<file path="config.mk">
export PLATFORM = sky130hd
export DESIGN_NAME = fcvf_div
export DESIGN_NICKNAME = d
export VERILOG_FILES = /design/src/fcvf_pkg.sv /design/src/fcvf_div.sv
export SDC_FILE = /design/constraint.sdc
export NUM_CORES = 1
export LEC_CHECK = 0
export BUFFER_PORTS_ARGS = -buffer_cell sky130_fd_sc_hd__buf_2
export CORE_ASPECT_RATIO = 1.75
export CORE_MARGIN = 2
export CORE_UTILIZATION = 60
export CTS_BUF_LIST = sky130_fd_sc_hd__clkbuf_8
export DETAILED_ROUTE_END_ITERATION = 12
export PLACE_DENSITY = 0.91
export SKIP_CTS_REPAIR_TIMING = 1
export SLEW_MARGIN = 20
export SYNTH_ARGS = -nofsm -noshare
export SYNTH_HDL_FRONTEND = slang
export SYNTH_SLANG_ARGS = --single-unit
export TNS_END_PERCENT = 100
</file>
<file path="constraint.sdc">
create_clock -name clk -period 4.6 [get_ports clk]
set_input_delay 0.92 -clock clk [delete_from_list [all_inputs] [get_ports clk]]
set_output_delay 0.92 -clock clk [all_outputs]
set_load 0.02 [all_outputs]
</file>
<file path="src/fcvf_pkg.sv">
`timescale 1ns / 1ps
// Package for the confidence value fusion block: constants, sequencer states,
// request structs and the arctangent table. No dependencies.
package fcvf_pkg;

    localparam int MAP_SIDE = 128;
    localparam int CELLS    = MAP_SIDE * MAP_SIDE;
    localparam int ADDR_W   = $clog2(CELLS);
    localparam int ITER     = 16;
    localparam int XY_W     = 26;
    localparam int Z_W      = 32;
    localparam int NUM_W    = 34;
    localparam int DEN_W    = 17;
    localparam int CNT_W    = $clog2(NUM_W);
    localparam logic [14:0] FOV_RESET = 15'd14382;
    localparam logic signed [XY_W-1:0] COS_GAIN = XY_W'(39797);

    typedef enum logic [4:0] {
        ST_CLEAR,
        ST_IDLE,
        ST_READ,
        ST_ROUTE,
        ST_W_VEC,
        ST_BEAR,
        ST_DIVP_GO,
        ST_W_DIVP,
        ST_COS_GO,
        ST_W_COS,
        ST_SQ,
        ST_CONF,
        ST_MUL,
        ST_DIVC_GO,
        ST_W_DIVC,
        ST_DIVV_GO,
        ST_W_DIVV,
        ST_WRITE,
        ST_DONE
    } state_t;

    typedef struct packed {
        logic                   start;
        logic                   vect;
        logic signed [XY_W-1:0] x;
        logic signed [XY_W-1:0] y;
        logic [Z_W-1:0]         z;
    } cordic_req_t;

    typedef struct packed {
        logic             start;
        logic [NUM_W-1:0] num;
        logic [DEN_W-1:0] den;
    } div_req_t;

    function automatic logic [Z_W-1:0] atan_angle(input logic [3:0] i);
        logic [Z_W-1:0] a;
        unique case (i)
            4'd0:  a = 32'h20000000;
            4'd1:  a = 32'h12E4051E;
            4'd2:  a = 32'h09FB385B;
            4'd3:  a = 32'h051111D4;
            4'd4:  a = 32'h028B0D43;
            4'd5:  a = 32'h0145D7E1;
            4'd6:  a = 32'h00A2F61E;
            4'd7:  a = 32'h00517C55;
            4'd8:  a = 32'h0028BE53;
            4'd9:  a = 32'h00145F2F;
            4'd10: a = 32'h000A2F98;
            4'd11: a = 32'h000517CC;
            4'd12: a = 32'h00028BE6;
            4'd13: a = 32'h000145F3;
            4'd14: a = 32'h0000A2F9;
            default: a = 32'h0000517C;
        endcase
        return a;
    endfunction

endpackage

</file>
<file path="src/fcvf_div.sv">
`timescale 1ns / 1ps
// Restoring divider, one quotient bit per cycle.
// Depends on fcvf_pkg.
module fcvf_div (
    input  logic                        clk,
    input  logic                        rst_n,
    input  fcvf_pkg::div_req_t          req,
    output logic                        done,
    output logic [fcvf_pkg::NUM_W-1:0]  quo
);
    import fcvf_pkg::*;

    logic [NUM_W-1:0] quo_reg;
    logic [DEN_W-1:0] rem_reg, den_reg;
    logic [DEN_W:0]   trial, diff;
    logic             fits;
    logic [CNT_W-1:0] cnt_reg;
    logic             busy_reg, done_reg;

    always_comb
    begin
        trial = {rem_reg, quo_reg[NUM_W-1]};
        diff  = trial - {1'b0, den_reg};
        fits  = trial >= {1'b0, den_reg};
    end

    always_ff @(posedge clk or negedge rst_n)
    begin
        if (!rst_n)
        begin
            busy_reg <= 1'b0;
            done_reg <= 1'b0;
            cnt_reg  <= '0;
        end
        else
        begin
            done_reg <= busy_reg && (cnt_reg == CNT_W'(NUM_W - 1));
            if (req.start)
            begin
                busy_reg <= 1'b1;
                cnt_reg  <= '0;
            end
            else if (busy_reg)
            begin
                cnt_reg <= cnt_reg + 1'b1;
                if (cnt_reg == CNT_W'(NUM_W - 1))
                    busy_reg <= 1'b0;
            end
        end
    end

    always_ff @(posedge clk)
    begin
        if (req.start)
        begin
            quo_reg <= req.num;
            den_reg <= req.den;
            rem_reg <= '0;
        end
        else if (busy_reg)
        begin
            rem_reg <= fits ? diff[DEN_W-1:0] : trial[DEN_W-1:0];
            quo_reg <= {quo_reg[NUM_W-2:0], fits};
        end
    end

    assign done = done_reg;
    assign quo  = quo_reg;

endmodule

</file>
After elaboration in Yosys (flattened, before gate mapping)
Cells that the tools add are included.
{"block": "classes", "eq_ne": 1, "addsub": 2, "magnitude_cmp": 1, "muxes": 8, "reduce_logical": 2}
{"cell": "$mux 34", "n": 2}
{"cell": "$ge 18x17->1", "n": 1}
{"cell": "$mux 17", "n": 1}
{"cell": "$sub 17x17->17", "n": 1}
{"cell": "$mux 6", "n": 2}
{"cell": "$add 6x1->6 const B", "n": 1}
{"cell": "$eq 6x6->1 const B", "n": 1}
{"cell": "$mux 1", "n": 3}
{"cell": "$reduce_bool 2->1", "n": 1}
{"cell": "$logic_and 1x1->1", "n": 1}
{"block": "word_totals", "elab_cells": 20, "output_inout_bits": 35, "register_bits": 76, "in_bits": 54}

Longest topological paths before layout
{"block": "logic_depth", "word_depth": 4, "ltp_mapped": 12, "depth_no_buf": 10}

Least setup slack after synthesis
OpenSTA, ideal clock, no wires.
{"block": "synth_path", "path_kind": "input-to-reg", "from": "in req[51] in the netlist's numbering", "to": "reg quo_reg[0], in the netlist quo[0] (enable)", "setup_slack_ns": 1.946, "arrival_time_ns": 2.265, "required_time_ns": 4.211, "setup_ns": 0.389, "path_buffers": 2, "stages": 4, "cell_sequence": "clkbuf_1 > buf_1 > nor2_1 > inv_1"}
{"block": "synth_between", "elab_chain_cells": 1}
{"element": "start: declaration", "line": "fcvf_div.sv:7", "text": "input fcvf_pkg::div_req_t req,"}
{"element": "$reduce_bool 2->1 (no line)"}
{"element": "end signal: assignment", "line": "fcvf_div.sv:56", "text": "quo_reg <= req.num;"}
{"element": "end signal: assignment", "line": "fcvf_div.sv:63", "text": "quo_reg <= {quo_reg[NUM_W-2:0], fits};"}
{"element": "end: declaration", "line": "fcvf_div.sv:13", "text": "logic [NUM_W-1:0] quo_reg;"}
No other way between the ends.
A chain may end at the register's enable or synchronous reset.

Worst setup path after layout
{"block": "layout_path", "from": "reg quo_reg[33], in the netlist quo[33]", "to": "reg rem_reg[11]"}
{"block": "layout_between", "elab_chain_cells": 2, "word_cells_on_any_way": 3, "classes_between": "add/sub: 1; order compare: 1; mux: 1"}
{"element": "$sub 17x17->17 / $ge 18x17->1 (equally long branches)", "line": "fcvf_div.sv:23, fcvf_div.sv:24"}
{"element": "$mux 17 (*)", "line": "fcvf_div.sv:62", "text": "rem_reg <= fits ? diff[DEN_W-1:0] : trial[DEN_W-1:0];"}
{"element": "end signal: assignment", "line": "fcvf_div.sv:62"}
{"element": "end: declaration", "line": "fcvf_div.sv:14", "text": "logic [DEN_W-1:0] rem_reg, den_reg;"}
Every way passes the cells marked *; elsewhere a longest branch is shown, timed or not.

==> impl_results.md <==
- Leakage: 2.05 nW
- Ys flop type: edfxtp_1
- Synth Area per Inst: between 10 and 15 sq um
- Tcrit/Tclk final: 70.1%
- Cell area after layout: approximately 4700 sq um
- Overall routing resource usage: approximately 28%
- Setup TNS: 0 ps
- PwrDens: around 490 nW/um^2
- Largest net degree at the start of global routing: 36
- Crit path cell chain: inv_1, ha_1, inv_1, fa_1, a211oi_2, o21ai_2, o211ai_1, nand3_1, o311ai_0, a31oi_1
- Row count: 39
- Worst-path clk slew: 70 ps
- Initial DRC Count: 205
- Placer Congestion: 0.901
- Worst min path class: in2async
- Slowest stage delay, CP: between 600 and 700 ps
- Rel. slew slack: 46.8%
- Worst-case hold slack: approximately 400 ps
- Most common cell after layout, fill and taps aside: buf_2
- Max clock buf depth: 2
- H-Tree Depth: 3
- CP required: slightly below 5000 ps
- Max cap viols: 0
- DRT Pass-1 Iters: 4
- IO Pins: 89
- DRC viols: 0
- Commonest cells after routing, fill and taps aside: 88 x buf_2, 51 x edfxtp_1, 34 x mux2_2, 29 x nand2_1, 26 x inv_1
- Tmin final: 3230 ps
- GRT overflow: 0
- Post-synth ARST share: 10.5%
- Routed Antenna Nets: 0
- CP Class: reg2reg
- Post-Synthesis Cells: 353
- CTS root buffer: clkbuf_8
- Post-Syn Nets: 427
- Clk_skew: 9.77 ps
- Die area: between 7000 and 8000 sq um
- Final Hold Vio Count: 0
- Placed Instance Area: 4500 sq um
- Post-Syn Area: 4020 sq um
- First-pass GRT wire length: 15600 microns
- Routed vias/inst: 5.95
- CP most frequent cell: inv_1
- Seq cells post-synth: 76
- Initial Util: between 60% and 70%
- Worst vdd ir: 0.336 mV
- CP top delay family: compound AO/OA/AOI/OAI gates
- Buffers & Inverters on Critical Path: 2
- Number of synthesized flops with an enable pin: 51
- WL per Instance: 17.6 microns
- Yosys warns: 0
- Crit-path slowest cell: nand3_1
- Core area: 6490 sq um
- Post-Route WL: a little over 9000 microns
- RSZ-0062 raised after global routing: false
- Slew Viols, Final: 0
- Max reg flops: 34
- Count of clock tree sinks: 76
- CTS tree: yes
- Worst setup path start: quo[33]
- Post-synthesis sequential area ratio: between 50 and 60%
- Crit. End Element: register
- Critical R2R Launch: quo[33]
- DR vias: 3126
- ANT cells: 0
- Critical path peak fanout: 21
- Critical Path Source Type: register
- Initial antenna violation count: 0
- Final setup fails: 0
- Worst Max-Slew Pin Slew: 796 ps
- Run status: complete, no violations
- Vias in the first global route: ~3400
- Critical Path AT: ~3400 ps
- Synth cell types: 58
- Area growth syn-to-layout: 16.8%
- DIE WIDTH: approximately 66 microns
- Dpl hpwl: 6780 microns
- CTS buffer count: 9
- Port Buffer Count: between 80 and 90
- Skew-Pair Late Insertion Delay: ~360 ps
- Layout cells sized above 1: 34.5%
- FMAX: 0.310 GHz
- Final nets: approximately 510
- Vert. Die Dim: between 100 and 150 microns
==> kinds of logic after synthesis <==
family / Yosys count / share of synthesized area (%)
mux: 34 / 9.53
buf+inv: 42 / 4.39
simple gates: 86 / 10.2
compound gates: 80 / 14.7
xor+xnor: 15 / 3.27
flops: 76 / 51.6
fa+ha+maj: 20 / 6.41
==> layout make-up <==
class / count / area [sq um]
flip-flops and latches: 76 / 2070
fillers: 409 / 1790
multi-input cells: 235 / 1770
repair buffers: 91 / 463
clock buffers: 10 / 138
well taps: 82 / 103
inverters: 25 / 93.8
clock inverters: 6 / 55.1
==> layer usage <==
layer | wire length [microns] | GRT usage (%) | part of all wire (%) | up-vias
met5 | 0 | 0 | 0 | -
met4 | 478 | 20.3 | 5.2 | 0
li1 | - | - | - | 1475
met2 | 5040 | 48.9 | 54 | 142
met3 | 552 | 6.31 | 6.0 | 32
met1 | 3190 | 28.4 | 34 | 1477
==> path summary, 6_finish.rpt <==
kind	end	slack, ps	cells past startpoint
max	rem_reg[11]	1370	10
min	busy_reg	390	1
max reg2reg	rem_reg[11]	1370	10
min reg2reg	rem_reg[15]	480	2
max in group asynchronous	busy_reg	4030	1
min in group clk	rem_reg[15]	480	2
==> Yosys cell counts, drive strengths merged, types with 2 or more instances <==
master | count | area, sq um
nand2 | 29 | 109
o2111ai | 2 | 17.5
o21ai | 14 | 73.8
a31o | 2 | 17.5
or2 | 3 | 18.8
a21o | 3 | 22.5
o311ai | 3 | 26.3
a211oi | 3 | 27.5
nor3 | 3 | 15.0
a311oi | 8 | 95.1
o21bai | 3 | 22.5
inv | 25 | 93.8
dfrtp | 8 | 200
o211ai | 5 | 37.5
a211o | 2 | 17.5
o21a | 2 | 15.0
and3 | 4 | 25.0
a21oi | 19 | 95.1
edfxtp | 51 | 1530
nand3 | 6 | 30.0
xnor2 | 7 | 61.3
nand2b | 5 | 31.3
clkbuf | 5 | 18.8
nand4 | 6 | 37.5
a31oi | 2 | 12.5
nor2 | 24 | 90.1
xor2 | 8 | 70.1
ha | 19 | 238
buf | 12 | 63.8
mux2 | 34 | 383
a32oi | 3 | 26.3
dfxtp | 17 | 340
==> power by group <==
part	total [mW]	switching, mW	internal [mW]
registers	0.934	0.0845	0.850
clock network	0.499	0.240	0.260
logic	0.870	0.512	0.358
==> metrics by stage <==
stage | util (%) | cells | total power, mW | worst slack, ps
5_1_grt | 72.4 | 525 | 2.45 | 1100
3_3_place_gp | 69.4 | 509 | 1.77 | 1620
3_5_place_dp | 69.4 | 509 | 1.80 | 1450
4_1_cts | 72.3 | 525 | 2.31 | 1380
2_1_floorplan | - | 353 | 1.61 | 1950
6_report | 72.4 | 525 | 2.30 | 1370
(Power assumes the default switching activity.)
