**src/fcvf_pkg.sv**
```systemverilog
`timescale 1ns / 1ps
// Package for the confidence value fusion block: constants, sequencer states,
// request structs and the arctangent table. No dependencies.
package fcvf_pkg;

    localparam int MAP_SIDE = 128;
    localparam int CELLS    = MAP_SIDE * MAP_SIDE;
    localparam int ADDR_W   = $clog2(CELLS);
    localparam int ITER     = 16;
    localparam int XY_W     = 26;
    localparam int Z_W      = 32;
    localparam int NUM_W    = 34;
    localparam int DEN_W    = 17;
    localparam int CNT_W    = $clog2(NUM_W);
    localparam logic [14:0] FOV_RESET = 15'd14382;
    localparam logic signed [XY_W-1:0] COS_GAIN = XY_W'(39797);

    typedef enum logic [4:0] {
        ST_CLEAR,
        ST_IDLE,
        ST_READ,
        ST_ROUTE,
        ST_W_VEC,
        ST_BEAR,
        ST_DIVP_GO,
        ST_W_DIVP,
        ST_COS_GO,
        ST_W_COS,
        ST_SQ,
        ST_CONF,
        ST_MUL,
        ST_DIVC_GO,
        ST_W_DIVC,
        ST_DIVV_GO,
        ST_W_DIVV,
        ST_WRITE,
        ST_DONE
    } state_t;

    typedef struct packed {
        logic                   start;
        logic                   vect;
        logic signed [XY_W-1:0] x;
        logic signed [XY_W-1:0] y;
        logic [Z_W-1:0]         z;
    } cordic_req_t;

    typedef struct packed {
        logic             start;
        logic [NUM_W-1:0] num;
        logic [DEN_W-1:0] den;
    } div_req_t;

    function automatic logic [Z_W-1:0] atan_angle(input logic [3:0] i);
        logic [Z_W-1:0] a;
        unique case (i)
            4'd0:  a = 32'h20000000;
            4'd1:  a = 32'h12E4051E;
            4'd2:  a = 32'h09FB385B;
            4'd3:  a = 32'h051111D4;
            4'd4:  a = 32'h028B0D43;
            4'd5:  a = 32'h0145D7E1;
            4'd6:  a = 32'h00A2F61E;
            4'd7:  a = 32'h00517C55;
            4'd8:  a = 32'h0028BE53;
            4'd9:  a = 32'h00145F2F;
            4'd10: a = 32'h000A2F98;
            4'd11: a = 32'h000517CC;
            4'd12: a = 32'h00028BE6;
            4'd13: a = 32'h000145F3;
            4'd14: a = 32'h0000A2F9;
            default: a = 32'h0000517C;
        endcase
        return a;
    endfunction

endpackage

```
**src/fcvf_cordic.sv**
```systemverilog
`timescale 1ns / 1ps
// Shared CORDIC unit, one micro-rotation per cycle, vectoring or rotation mode.
// Depends on fcvf_pkg.
module fcvf_cordic (
    input  logic                          clk,
    input  logic                          rst_n,
    input  fcvf_pkg::cordic_req_t         req,
    output logic                          done,
    output logic signed [fcvf_pkg::XY_W-1:0] x_out,
    output logic [fcvf_pkg::Z_W-1:0]      z_out
);
    import fcvf_pkg::*;

    logic signed [XY_W-1:0] x_reg, y_reg, x_next, y_next, xsh, ysh;
    logic [Z_W-1:0]         z_reg, z_next;
    logic                   vect_reg;
    logic [3:0]             cnt_reg;
    logic                   busy_reg, done_reg;
    logic                   sigma;

    always_comb
    begin
        xsh   = x_reg >>> cnt_reg;
        ysh   = y_reg >>> cnt_reg;
        sigma = vect_reg ? !(y_reg > 0) : !z_reg[Z_W-1];
        if (sigma)
        begin
            x_next = x_reg - ysh;
            y_next = y_reg + xsh;
            z_next = z_reg - atan_angle(cnt_reg);
        end
        else
        begin
            x_next = x_reg + ysh;
            y_next = y_reg - xsh;
            z_next = z_reg + atan_angle(cnt_reg);
        end
    end

    always_ff @(posedge clk or negedge rst_n)
    begin
        if (!rst_n)
        begin
            busy_reg <= 1'b0;
            done_reg <= 1'b0;
            cnt_reg  <= '0;
        end
        else
        begin
            done_reg <= busy_reg && (cnt_reg == 4'(ITER - 1));
            if (req.start)
            begin
                busy_reg <= 1'b1;
                cnt_reg  <= '0;
            end
            else if (busy_reg)
            begin
                cnt_reg <= cnt_reg + 4'd1;
                if (cnt_reg == 4'(ITER - 1))
                    busy_reg <= 1'b0;
            end
        end
    end

    always_ff @(posedge clk)
    begin
        if (req.start)
        begin
            x_reg    <= req.x;
            y_reg    <= req.y;
            z_reg    <= req.z;
            vect_reg <= req.vect;
        end
        else if (busy_reg)
        begin
            x_reg <= x_next;
            y_reg <= y_next;
            z_reg <= z_next;
        end
    end

    assign done  = done_reg;
    assign x_out = x_reg;
    assign z_out = z_reg;

endmodule

```
**config.mk**
```make
export PLATFORM = sky130hd
export DESIGN_NAME = fcvf_cordic
export DESIGN_NICKNAME = d
export VERILOG_FILES = /design/src/fcvf_pkg.sv /design/src/fcvf_cordic.sv
export SDC_FILE = /design/constraint.sdc
export NUM_CORES = 1
export LEC_CHECK = 0
export ABC_AREA = 1
export BUFFER_PORTS_ARGS = -buffer_cell sky130_fd_sc_hd__buf_4
export CELL_PAD_IN_SITES_DETAIL_PLACEMENT = 0
export CELL_PAD_IN_SITES_GLOBAL_PLACEMENT = 1
export CORE_UTILIZATION = 39
export CTS_CLUSTER_SIZE = 14
export DETAILED_ROUTE_END_ITERATION = 8
export PLACE_DENSITY_LB_ADDON = 0.1
export SLEW_MARGIN = 20
export SYNTH_ARGS = -nofsm -noshare
export SYNTH_HDL_FRONTEND = slang
export SYNTH_SLANG_ARGS = --single-unit
```
**constraint.sdc**
```tcl
create_clock -name clk -period 4.33 [get_ports clk]
set_input_delay 0.433 -clock clk [delete_from_list [all_inputs] [get_ports clk]]
set_output_delay 0.433 -clock clk [all_outputs]
set_load 0.01 [all_outputs]
```
Word level (Yosys, flattened, before mapping)
Memory sizes are Yosys's and may differ from the RTL's.
Index checks and enable logic that the tools add are counted.

storage, ports and cells
  bits in registers = 91
  memory bits (read-only) = 960
  input bits = 88
  output and inout port bits = 59
  word-level logic and storage cells = 41
  memories = 2

operators by class
  $add $sub $neg = 7
  magnitude comparators = 1
  equal/unequal tests = 1
  shift-type cells = 2
  muxes and demuxes = 17
  reductions and logical operators = 4

memory list
  name             words  bits a word  rd ports  clocked after memory_dff  wr ports  line            source
  (no name shown)  16     30           1         0                         0         fcvf_pkg.sv:56  unique case (i)
  (no name shown)  16     30           1         0                         0         fcvf_pkg.sv:56

operators with widths
  cell                   number
  $mux W32               5
  $mux W26               6
  $add A26 B26 Y26       2
  $sshr A26 B4 Y26       2
  $sub A26 B26 Y26       2
  $add A32 B32 Y32       1
  $sub A32 B32 Y32       1
  $gt A26 B1 Y1 const B  1
  $mux W4                2
  $add A4 B1 Y4 const B  1
  $eq A4 B4 Y1 const B   1
  $mux W1                4
  $logic_not A1 Y1       2
  $reduce_bool A2 Y1     1
  $logic_and A1 B1 Y1    1

Depth between registers and ports, before layout
  depth after elaboration = 8
  mapped depth = 32
  gate-level depth less buffers = 30

Least setup slack after synthesis
No wires, ideal clock.

  path type = register to register
  from = reg cnt_reg[1]
  to = reg z_reg[26], in the netlist z_out[26] (data pin)
  library setup time = 0.254 ns
  arrival = 3.977 ns
  setup slack = 0.100 ns
  stages on the path, launching flop included = 27
  buffers on the path = 3
  clock period less this slack = 4.230 ns
  path through = dfrtp_1 -> buf_6 -> inv_4 -> buf_8 -> buf_4 -> ha_1 -> inv_1 -> nand2_1 -> nand2_1 -> nor2_1 -> a211oi_2 -> ha_1 -> nand2_1 -> nor4_2 -> nand2_1 -> o21ai_2 -> xnor2_1 -> ha_1 -> a31oi_1 -> o21ai_0 -> nand2_1 -> nand3_1 -> nand2_1 -> nand2_1 -> or2_2 -> nand3_1 -> nand2_1

between the ends
  cells in the longest elaborated chain, start to end = 6
  elaborated cells on any way between the ends = 9
  those cells by class = 2 x add/sub; 5 x mux; 2 x memory

RTL lines
  element                                                      line                                  source
  from (decl)                                                  fcvf_cordic.sv:17                     logic [3:0] cnt_reg;
  from (signal assigned)                                       fcvf_cordic.sv:58                     cnt_reg <= cnt_reg + 4'd1;
  $mem_v2 Z16 W30                                              n/a
  $mux W32                                                     fcvf_cordic.sv:26                     if (sigma)
  $add A32 B32 Y32 / $sub A32 B32 Y32 (equally long branches)  fcvf_cordic.sv:36, fcvf_cordic.sv:30
  $mux W32 *                                                   fcvf_cordic.sv:26
  $mux W32 *                                                   fcvf_cordic.sv:74                     else if (busy_reg)
  $mux W32 *                                                   fcvf_cordic.sv:67                     if (req.start)
  to (signal assigned)                                         fcvf_cordic.sv:71                     z_reg <= req.z;
  to (signal assigned)                                         fcvf_cordic.sv:78                     z_reg <= z_next;
  to (decl)                                                    fcvf_cordic.sv:15                     logic [Z_W-1:0] z_reg, z_next;

Every way passes the cells marked *; elsewhere a longest branch is shown, timed or not. The select of a mux whose other input is x is not followed.
A chain may end at the register's enable or synchronous reset.

Worst setup path after layout
  from = reg cnt_reg[0]
  to = reg y_reg[22] (data pin)

between the ends
  cells in the longest elaborated chain, start to end = 5
  elaborated cells on any way between the ends = 6
  those cells by class = 2 x add/sub; 1 x shift; 3 x mux

RTL lines
  element                                                      line                                  source
  $sshr A26 B4 Y26 *                                           fcvf_cordic.sv:23                     xsh = x_reg >>> cnt_reg;
  $sub A26 B26 Y26 / $add A26 B26 Y26 (equally long branches)  fcvf_cordic.sv:35, fcvf_cordic.sv:29
  $mux W26 *                                                   fcvf_cordic.sv:26
  $mux W26 *                                                   fcvf_cordic.sv:74
  $mux W26 *                                                   fcvf_cordic.sv:67
  to (signal assigned)                                         fcvf_cordic.sv:70                     y_reg <= req.y;
  to (signal assigned)                                         fcvf_cordic.sv:77                     y_reg <= y_next;
  to (decl)                                                    fcvf_cordic.sv:14                     logic signed [XY_W-1:0] x_reg, y_reg, x_next, y_next, xsh, ysh;

Marks and branches as above.

==> metrics <==
Site Rows 67; post-detailed-route count of antenna-violating nets 0; Max Clock Freq 0.234 GHz; classification of the worst setup path reg -> reg; arithmetic-cell share of the synthesized area counting full adders, half adders and majority gates 0.0940; placeable core region 33500 sq um; dominant cell by count in the synthesized netlist sky130_fd_sc_hd__nand2_1; Yosys reg bits 91; CP max stage delay 0.45 ns; final worst path period share 0.985; initial drt markers 1018; post-synthesis share of cell area spent on xor and xnor gates 0.0541; most used cell along the critical path sky130_fd_sc_hd__nand2_1; via count of the first global-routing pass 14800; post-synth top area cell sky130_fd_sc_hd__edfxtp_1; transition time at the pin with the least slew margin 0.694 ns; category of the worst setup path launch point register; final hold violation count 0; crit path capture type register; minimum period implied by the final worst setup slack 4.27 ns; worst-skew pair later-pin latency 0.39 ns; count of clock tree sinks 91; CTS tree built; simple logic cell fraction of the synthesized area 0.416; final-layout setup total negative slack 0 ns; Detailed Place HPWL 40400 um; Synth Cell Area 13300 sq um; RSZ-0062 raised after global routing yes; library cells used by synthesis 62; final cell utilization of the core 0.560; Min-Delay Path Depth 1; IO Count 147; Slew Limit Headroom 0.537; largest net degree at the start of global routing 54; Post-Synthesis Cells 2119; synthesized area divided by synthesized cell count 6.27 sq um; CTS Buffer Depth 2; total of max-cap violations 0; EDFF count, synth 85; last weighted congestion value of the routability-driven placer 0.953; fraction of registers with async set/reset 0.0659; data required time of the worst path 4.48 ns; slowest CP cell sky130_fd_sc_hd__dfrtp_2; classification of the worst-slack hold path in -> reg; synth-to-layout area growth 41.4%; Post-Syn Nets 2305; horizontal die dimension 187 um; final net count 2735; Final setup viols 0; number of levels the H-tree was split into 3; status finished, final reports clean; largest cells by area after synthesis sky130_fd_sc_hd__edfxtp_1, sky130_fd_sc_hd__nand2_1, sky130_fd_sc_hd__nand3_1; Initial Util 0.396; post-route clock skew 0.0116 ns; die footprint 34800 sq um; count of pins over their slew limit 0; GRT overflow 0; synth cell count leaders sky130_fd_sc_hd__nand2_1, sky130_fd_sc_hd__nand3_1, sky130_fd_sc_hd__inv_1; count of cells along the worst register-to-register path 27; most frequently used flop master after synthesis sky130_fd_sc_hd__edfxtp_1; layout cell share with drive strength beyond 1 0.332; register area share after synthesis 0.203; data arrival time of the critical path 4.42 ns; mux cell area share after synthesis 0; vertical extent of the die 187 um; first-pass GRT wire length 77700 um; number of diodes added for antenna fixing 0; number of buffers added by the clock tree synthesis step 9; number of antenna violations at the first check in global routing 0; Synth top area share 0.192; count of buffers inserted at the top-level ports 146; remaining routing DRC violations 0; maximum net fanout on the critical path 16; buffer type at the clock tree root sky130_fd_sc_hd__clkbuf_16; post-CTS clock slew at the launch and capture registers of the worst setup and hold paths 0.08 ns; number of flip-flops under the largest register name 32; vias per inst 5.23; routed wire length 51500 um; yosys synthesis warning count 0; main combinational cell family by area after synthesis simple AND/OR/NAND/NOR gates; Total Routing Usage GR 0.281; area fraction in compound gates after synthesis 0.143; Pre-antenna DRT Iters 8; vias after detailed routing 15700; average wire length per cell after detail routing 17.2 um
-- cell type report --
type | instances | area [sq um]
tap | 448 | 561
fill | 3374 | 14800
timing repair buffer | 494 | 3980
multi-input combinational | 1755 | 10500
inverter | 198 | 751
clock inverter | 6 | 65.1
sequential | 91 | 2710
clock buffer | 10 | 229
-- layout by cell type (no fill, tap or decap), types with 33 or more instances in the layout --
cell type / count
sky130_fd_sc_hd__a21oi_1: 86
sky130_fd_sc_hd__buf_4: 469
sky130_fd_sc_hd__edfxtp_1: 85
sky130_fd_sc_hd__ha_1: 85
sky130_fd_sc_hd__inv_1: 170
sky130_fd_sc_hd__nand2_1: 615
sky130_fd_sc_hd__nand2_2: 55
sky130_fd_sc_hd__nand3_1: 213
sky130_fd_sc_hd__nand3_2: 59
sky130_fd_sc_hd__nor2_1: 141
sky130_fd_sc_hd__o21ai_0: 69
sky130_fd_sc_hd__o21ai_1: 33
sky130_fd_sc_hd__or2_2: 38
sky130_fd_sc_hd__xor2_1: 57
-- critical path, delay by kind of cell, from the launching register on --
kind	cells	cell delay [ns]
compound gates	3	0.35
flops	1	0.45
simple gates	17	2.12
xor+xnor	1	0.16
buf+inv	5	0.65
fa+ha+maj	1	0.28
-- kinds of logic after synthesis --
kind of cell	after synthesis
and+or+nand+nor	1253
adders and majority gates	98
xor gates and xnor gates	82
AOI/OAI and AO/OA	322
DFF	91
buffers and inverters	273
-- layer usage --
| metal | GRT usage | vias to the layer above | routed length (um) |
|---|---|---|---|
| met5 | 0 | - | 0 |
| met4 | 0.0943 | 0 | 1320 |
| met3 | 0.0276 | 69 | 1760 |
| met2 | 0.503 | 370 | 25900 |
| met1 | 0.351 | 7308 | 22600 |
| li1 | - | 7944 | - |
-- per-stage QoR --
stage / instances / hold WS (ns) / worst slack, ns / area (sq um)
6_report: 3002 / 0.214 / 0.0641 / 18800
5_1_grt: 3002 / 0.201 / -0.131 / 18800
4_1_cts: 2963 / 0.198 / 0.000801 / 17300
3_5_place_dp: 2939 / 0.256 / -0.351 / 16800
3_3_place_gp: 2939 / 0.259 / -0.352 / 16800
2_1_floorplan: 2119 / 0.137 / 0.0996 / 13300
-- final timing paths --
check                             end  startpoint  slack (ns)
setup reg to reg            y_reg[22]  cnt_reg[0]        0.06
hold reg to reg              busy_reg    busy_reg        0.61
max in group asynchronous  cnt_reg[0]       rst_n        3.79
min in group asynchronous        done       rst_n        0.39
setup / recovery            y_reg[22]  cnt_reg[0]        0.06
hold / removal               vect_reg     req[84]        0.21
-- timing repair --
action / 4_1_cts / 5_1_grt
hold buffers: 1 / 0
gates cloned: 0 / 6
resized for setup: 14 / 278
pin swaps: 3 / 79
endpoints found under the hold margin: 6 / 0
setup endpoints to repair: 26 / 52
buffers inserted: 7 / 36
Power is not shown: default switching activity piles up to over one toggle a cycle in this logic, so the estimate is an artifact.
